`src/sv/ccs_pkg.sv`:
```
`timescale 1ns / 1ps
// ----------------------------------------------------------------------------
// ccs_pkg: shared types and constants for the C comment stripper
// Scanner state encoding, character codes and the per-byte scan result.
// ----------------------------------------------------------------------------
package ccs_pkg;

   // scanner states; codes 5..7 never arise and act like normal
   typedef enum logic [2:0] {
      ST_NORMAL = 3'd0,
      ST_SLASH  = 3'd1,
      ST_BLOCK  = 3'd2,
      ST_STAR   = 3'd3,
      ST_LINE   = 3'd4
   } scan_state_type;

   localparam logic [7:0] CH_SLASH   = 8'h2F;
   localparam logic [7:0] CH_STAR    = 8'h2A;
   localparam logic [7:0] CH_NEWLINE = 8'h0A;
   localparam logic [7:0] CH_SPACE   = 8'h20;
   localparam logic [7:0] CH_TAB     = 8'h09;
   localparam logic [7:0] CH_CR      = 8'h0D;

   // what one input byte produces: up to two output bytes
   typedef struct packed {
      scan_state_type next_state;
      logic [1:0]     count;
      logic [7:0]     byte0;
      logic [7:0]     byte1;
   } scan_result_type;

endpackage

```
`src/sv/ccs_scan.sv`:
```
`timescale 1ns / 1ps
// ----------------------------------------------------------------------------
// ccs_scan: comment scanner logic
// Next-state and emitted bytes for one source byte, given the current state.
// ----------------------------------------------------------------------------
module ccs_scan (
   input  ccs_pkg::scan_state_type  state,
   input  logic [7:0]               in_byte,
   input  logic                     strip_ws,
   output ccs_pkg::scan_result_type result
);

   logic is_space;
   logic keep_byte;
   logic got_slash;
   logic is_star;
   logic is_newline;

   // whitespace classification
   assign is_space   = (in_byte == ccs_pkg::CH_SPACE) ||
                       ((in_byte >= ccs_pkg::CH_TAB) && (in_byte <= ccs_pkg::CH_CR));
   assign keep_byte  = !(strip_ws && is_space);
   assign got_slash  = (in_byte == ccs_pkg::CH_SLASH);
   assign is_star    = (in_byte == ccs_pkg::CH_STAR);
   assign is_newline = (in_byte == ccs_pkg::CH_NEWLINE);

   // next state
   always_comb begin
      result.next_state = ccs_pkg::ST_NORMAL;
      unique case (state)
         ccs_pkg::ST_SLASH: begin
            if (is_star)
               result.next_state = ccs_pkg::ST_BLOCK;
            else if (got_slash)
               result.next_state = ccs_pkg::ST_LINE;
            else
               result.next_state = ccs_pkg::ST_NORMAL;
         end
         ccs_pkg::ST_BLOCK: begin
            result.next_state = is_star ? ccs_pkg::ST_STAR : ccs_pkg::ST_BLOCK;
         end
         ccs_pkg::ST_STAR: begin
            if (got_slash)
               result.next_state = ccs_pkg::ST_NORMAL;
            else if (is_star)
               result.next_state = ccs_pkg::ST_STAR;
            else
               result.next_state = ccs_pkg::ST_BLOCK;
         end
         ccs_pkg::ST_LINE: begin
            result.next_state = is_newline ? ccs_pkg::ST_NORMAL : ccs_pkg::ST_LINE;
         end
         default: begin
            result.next_state = got_slash ? ccs_pkg::ST_SLASH : ccs_pkg::ST_NORMAL;
         end
      endcase
   end

   // emitted bytes
   always_comb begin
      result.count = 2'd0;
      result.byte0 = in_byte;
      result.byte1 = in_byte;
      unique case (state)
         ccs_pkg::ST_SLASH: begin
            // held slash did not open a comment: release it, then the byte if kept
            if (!is_star && !got_slash) begin
               result.byte0 = ccs_pkg::CH_SLASH;
               result.count = keep_byte ? 2'd2 : 2'd1;
            end
         end
         ccs_pkg::ST_BLOCK, ccs_pkg::ST_STAR: begin
            result.count = 2'd0;
         end
         ccs_pkg::ST_LINE: begin
            // newline ending a line comment survives unless stripping
            if (is_newline && !strip_ws)
               result.count = 2'd1;
         end
         default: begin
            if (!got_slash && keep_byte)
               result.count = 2'd1;
         end
      endcase
   end

endmodule

```
`src/sv/c_comment_stripper_top.sv`:
```
`timescale 1ns / 1ps
// ----------------------------------------------------------------------------
// c_comment_stripper_top: C comment removal on a byte stream
// Drops block and line comments, optionally whitespace, one byte per cycle unless the result buffer holds it off.
// ----------------------------------------------------------------------------
// Output: the first result of an accepted byte appears on rsp_ in the cycle after the byte is accepted.
// Throughput: one byte per cycle while the result side does not stall; a kept
//   byte that releases a held slash gives two results and holds off the next
//   byte while the two-entry result buffer drains.
// Reset: synchronous, active high; scanner returns to normal, whitespace
//   stripping off, result buffer empty.
module c_comment_stripper_top (
   input  logic       clock,
   input  logic       reset,
   // input channel
   input  logic       req_valid,
   output logic       req_stall,
   input  logic [7:0] req_in_byte,
   // result channel
   output logic       rsp_valid,
   input  logic       rsp_stall,
   output logic [7:0] rsp_out_byte,
   output logic       rsp_last_of_run,
   // configuration
   input  logic       csr_wr_en,
   input  logic       csr_wr_data
);

   ccs_pkg::scan_state_type  state_ff, state_in;
   ccs_pkg::scan_result_type scan;
   logic                     strip_ff, strip_in;
   logic [1:0]               cnt_ff, cnt_in;
   logic [7:0]               slot0_ff, slot0_in;
   logic                     last0_ff, last0_in;
   logic [7:0]               slot1_ff, slot1_in;
   logic                     push;
   logic                     pop;

   // scanner
   ccs_scan u_scan (
      .state    (state_ff),
      .in_byte  (req_in_byte),
      .strip_ws (strip_ff),
      .result   (scan)
   );

   // handshakes: take a byte once the buffer will be empty
   assign rsp_valid = (cnt_ff != 2'd0);
   assign pop       = rsp_valid && !rsp_stall;
   assign req_stall = !((cnt_ff == 2'd0) || ((cnt_ff == 2'd1) && !rsp_stall));
   assign push      = req_valid && !req_stall;

   assign rsp_out_byte    = slot0_ff;
   assign rsp_last_of_run = last0_ff;

   // configuration register
   assign strip_in = csr_wr_en ? csr_wr_data : strip_ff;

   // scanner state advances once per accepted transaction
   assign state_in = push ? scan.next_state : state_ff;

   // result buffer: head slot plus one pending slot (always the last)
   always_comb begin
      cnt_in   = cnt_ff;
      slot0_in = slot0_ff;
      last0_in = last0_ff;
      slot1_in = slot1_ff;
      if (push) begin
         cnt_in   = scan.count;
         slot0_in = scan.byte0;
         last0_in = (scan.count == 2'd1);
         slot1_in = scan.byte1;
      end else if (pop) begin
         cnt_in   = cnt_ff - 2'd1;
         slot0_in = slot1_ff;
         last0_in = 1'b1;
      end
   end

   // control registers
   always_ff @(posedge clock) begin
      if (reset) begin
         state_ff <= ccs_pkg::ST_NORMAL;
         strip_ff <= 1'b0;
         cnt_ff   <= 2'd0;
      end else begin
         state_ff <= state_in;
         strip_ff <= strip_in;
         cnt_ff   <= cnt_in;
      end
   end

   // payload registers
   always_ff @(posedge clock) begin
      slot0_ff <= slot0_in;
      last0_ff <= last0_in;
      slot1_ff <= slot1_in;
   end

endmodule

```
`config.mk`:
```
export PLATFORM = sky130hd
export DESIGN_NAME = c_comment_stripper_top
export DESIGN_NICKNAME = d
export VERILOG_FILES = /design/src/sv/ccs_pkg.sv /design/src/sv/ccs_scan.sv /design/src/sv/c_comment_stripper_top.sv
export SDC_FILE = /design/constraint.sdc
export NUM_CORES = 1
export LEC_CHECK = 0
export BUFFER_PORTS_ARGS = -buffer_cell sky130_fd_sc_hd__buf_2
export CAP_MARGIN = 20
export CORE_MARGIN = 2
export CORE_UTILIZATION = 37
export DETAILED_ROUTE_END_ITERATION = 12
export PLACE_DENSITY = 0.68
export SKIP_LAST_GASP = 1
export SLEW_MARGIN = 10
export SYNTH_ARGS = -nofsm -noshare
export SYNTH_HDL_FRONTEND = slang
export SYNTH_SLANG_ARGS = --single-unit
```
`constraint.sdc`:
```
create_clock -name clock -period 4.7 [get_ports clock]
set_input_delay 0.94 -clock clock [delete_from_list [all_inputs] [get_ports clock]]
set_output_delay 0.94 -clock clock [all_outputs]
set_load 0.02 [all_outputs]
```
==> results.txt <==
* Top_reg_cell synth: edfxtp_1
* Worst hold margin: 0.502 ns
- Maximum ir drop on the vdd rail: 0.127 mV
* Synthesized instance count: 116
* Bufs on Longest Clock Path: 2
* Count of placed standard cells in the final layout, fillers left out: 187
- Synth Cell Area: 1160 um^2
- The worst hold path terminates at cnt_ff[1].
* Synthesized net count: 132
- CP required: 4.94 ns
* Initial antenna violation count: 0
* Ranking of synthesized cells by area: edfxtp_1, dfxtp_1, nand2_1
- Row Count: 20
- The synthesized design spends more area on one cell type than any other, namely edfxtp_1.
- Number of setup buffers added after CTS: 0
- Initial core utilization: 0.383
- Setup slack of the worst register-to-register path: 2.36 ns
* Number of cells upsized or downsized after cts: 0
* Hold Fails Final Rpt: 0
* Count of cell types in the netlist: 35
- Post-CTS clock slew at the launch and capture registers of the worst setup and hold paths: 0.12 ns
* Pin count of the biggest net entering global routing: 25
- The region available for standard cell placement spans 3030 um^2.
- Final net count: 160
- After detailed routing, the number of vias per cell comes to 5.07.
- After synthesis the netlist holds a flip-flop and latch count of 23.
- The Yosys step of the flow raised 0 warnings.
- Skew-Pair Late Insertion Delay: 0.32 ns
- The routed layout has 948 vias.
* Signal arrival time at the worst endpoint: 2.74 ns
- A synthesized cell averages 10.0 um^2.
- In this run the power density over the cells is 540 nW/um^2.
- Worst min-delay path category: flip-flop to flip-flop
* Gr usage total: 0.143
- Number of antenna diodes: 0
- Share of layout cells above drive strength 1: 0.252
* Pre-CTS WS: 1.86 ns
- Number of filler instances in the final layout: 291
- STA classifies the critical path startpoint as an input port.
- In this run, post-CTS hold repair placed 0 buffers.
- Layout overhead on the synthesized area: 16.9%
- Measured along the x axis, the die boundary spans 60.0 um.
- Input and output buffers added on the ports amount to 24.
- FF-to-FF path depth: 8
* Die height: 60.0 um
- For this design, the sink count on the clock tree is 23.
- Setup-failing EPs final: 0
- Clock tree from TritonCTS: done
* Count of routing violations after the opening detailed-route iteration: 48
* Final worst setup slack: 2.20 ns
- In the final layout, the multi-input gates occupy 483 um^2.
- Die area: 3600 um^2
- Post-synth top area share: 0.440
* Proportion of synthesized flip-flops having asynchronous set or reset: 0
- Root buf cell: clkbuf_4
* Final Skew: 0.00334 ns
- Crit Path Class: input port to flip-flop
- During I/O placement, the number of pins put on the boundary was 25.
* Setup Total Neg Slack: 0 ns
* Launching point of the worst reg2reg path: cnt_ff[0]
* Routed wire length: 2.34 mm
- Max frequency: 400 MHz
- After layout, the minimum clock period comes to 2.50 ns.
- Max H-tree Level: 1
- In this run the critical register-to-register path is captured at state_ff[0].
* Worst relative slew slack: 0.557
- Final weighted congestion of routability-driven global placement: 0.832
- Setup repair after global routing left no endpoint under its margin.
* Total count of max-transition violations in the final report: 0
* Sum of overflow across all layers after global routing: 0
* Maxcap violations: 0
* Ranking of synthesized cells by instance count: edfxtp_1, nand2_1, nor2_1, o21ai_0, a21oi_1
- Worst Setup End Kind: flip-flop
- Summed over all cells, the static leakage comes to 0.514 nW.
- Of all nets on the critical path, the largest fanout is 5.
* Hold depth: 2
- Cts bufs inserted: 3
- Combined flip-flop and latch cell area: 631 um^2
- Final HPWL DP: 1.73 mm
* Number of enable flip-flop cells after synthesis: 17
- Outcome: finished, final reports clean
* Number of nets still failing antenna checks after routing: 0
- For the pin with the worst max-slew slack, the measured transition is 0.660 ns.
- The number of global-route vias before repair is 871.
* Hold path startpoint: cnt_ff[1]
- DRC violation count after routing: 0
* Number of cells in the design after placement: 183
* Average wire per cell in the routed design: 12.5 um
* First-pass GRT wire length: 3.82 mm
- Of the available clock period, the critical path in the final layout requires 0.532.
* Portion of the post-synthesis area used by sequential elements: 0.544
- Initial DRT Pass Iterations: 4
registers in the layout (all words and copies together), names as in the netlist:
signal / count
rsp_last_of_run: 1
rsp_out_byte: 8
cnt_ff: 2
state_ff: 3
slot1_ff: 8
strip_ff: 1
final cells by class:
class | count | share of cell area
well taps | 44 | 0.0406
flip-flops and latches | 23 | 0.465
repair buffers | 26 | 0.0996
inverters | 7 | 0.0194
multi-input cells | 83 | 0.356
clock buffers | 4 | 0.0194
report_power, final:
group | switching [W] | total (W) | internal (W) | leakage (nW)
sequential | 0.0000185 | 0.000328 | 0.000309 | 0.212
combinational | 0.000212 | 0.000312 | 0.0000999 | 0.287
clock | 0.0000595 | 0.0000927 | 0.0000333 | 0.0150
worst max-delay path: stages:
cell and delay, ns:
buf_2 0.12, or3_4 0.41, or4b_4 0.53, or4_4 0.50, a311oi_2 0.23
cell families (layout without fill, tap and decap cells):
family / Yosys count / count (layout) / synth area share
adders and majority gates: 2 / 2 / 0.0216
xor gates and xnor gates: 2 / 2 / 0.0151
buffers and inverters: 10 / 37 / 0.0399
and+or+nand+nor: 51 / 51 / 0.224
DFF: 23 / 23 / 0.544
AOI/OAI and AO/OA: 26 / 26 / 0.138
muxes: 2 / 2 / 0.0173
layout by cell type (no fill, tap or decap), types with 3 or more instances in the layout:
| master | n |
|---|---|
| a21oi_1 | 8 |
| buf_2 | 24 |
| clkbuf_4 | 3 |
| dfxtp_1 | 6 |
| edfxtp_1 | 17 |
| inv_1 | 6 |
| nand2_1 | 17 |
| nand3_1 | 5 |
| nor2_1 | 10 |
| nor3_1 | 6 |
| o21ai_0 | 9 |
worst max-delay path by stage:
stage,depth (start not counted),to,slack (ns),startpoint
floorplan,4,cnt_ff[0],2.06,req_in_byte[7]
global placement,5,cnt_ff[0],1.90,req_in_byte[7]
detailed placement,5,cnt_ff[0],1.86,req_in_byte[7]
CTS,5,cnt_ff[0],2.21,req_in_byte[7]
global route,8,cnt_ff[1],2.08,cnt_ff[0]
finish,5,cnt_ff[0],2.20,req_in_byte[7]
layer usage:
layer  up-vias  share of wire  global-route usage
met2        26           0.48               0.230
li1        478              -                   -
met3         5          0.042              0.0281
met4         0          0.023              0.0825
met5         -              0                   0
met1       439           0.46               0.177
through the flow:
step	util	instance area, um^2	power, W
2_1_floorplan	-	1160	0.000548
3_3_place_gp	0.439	1330	0.000638
3_5_place_dp	0.439	1330	0.000648
4_1_cts	0.448	1360	0.000740
5_1_grt	0.448	1360	0.000784
6_report	0.448	1360	0.000733
Power figures use the tool's default switching activity.
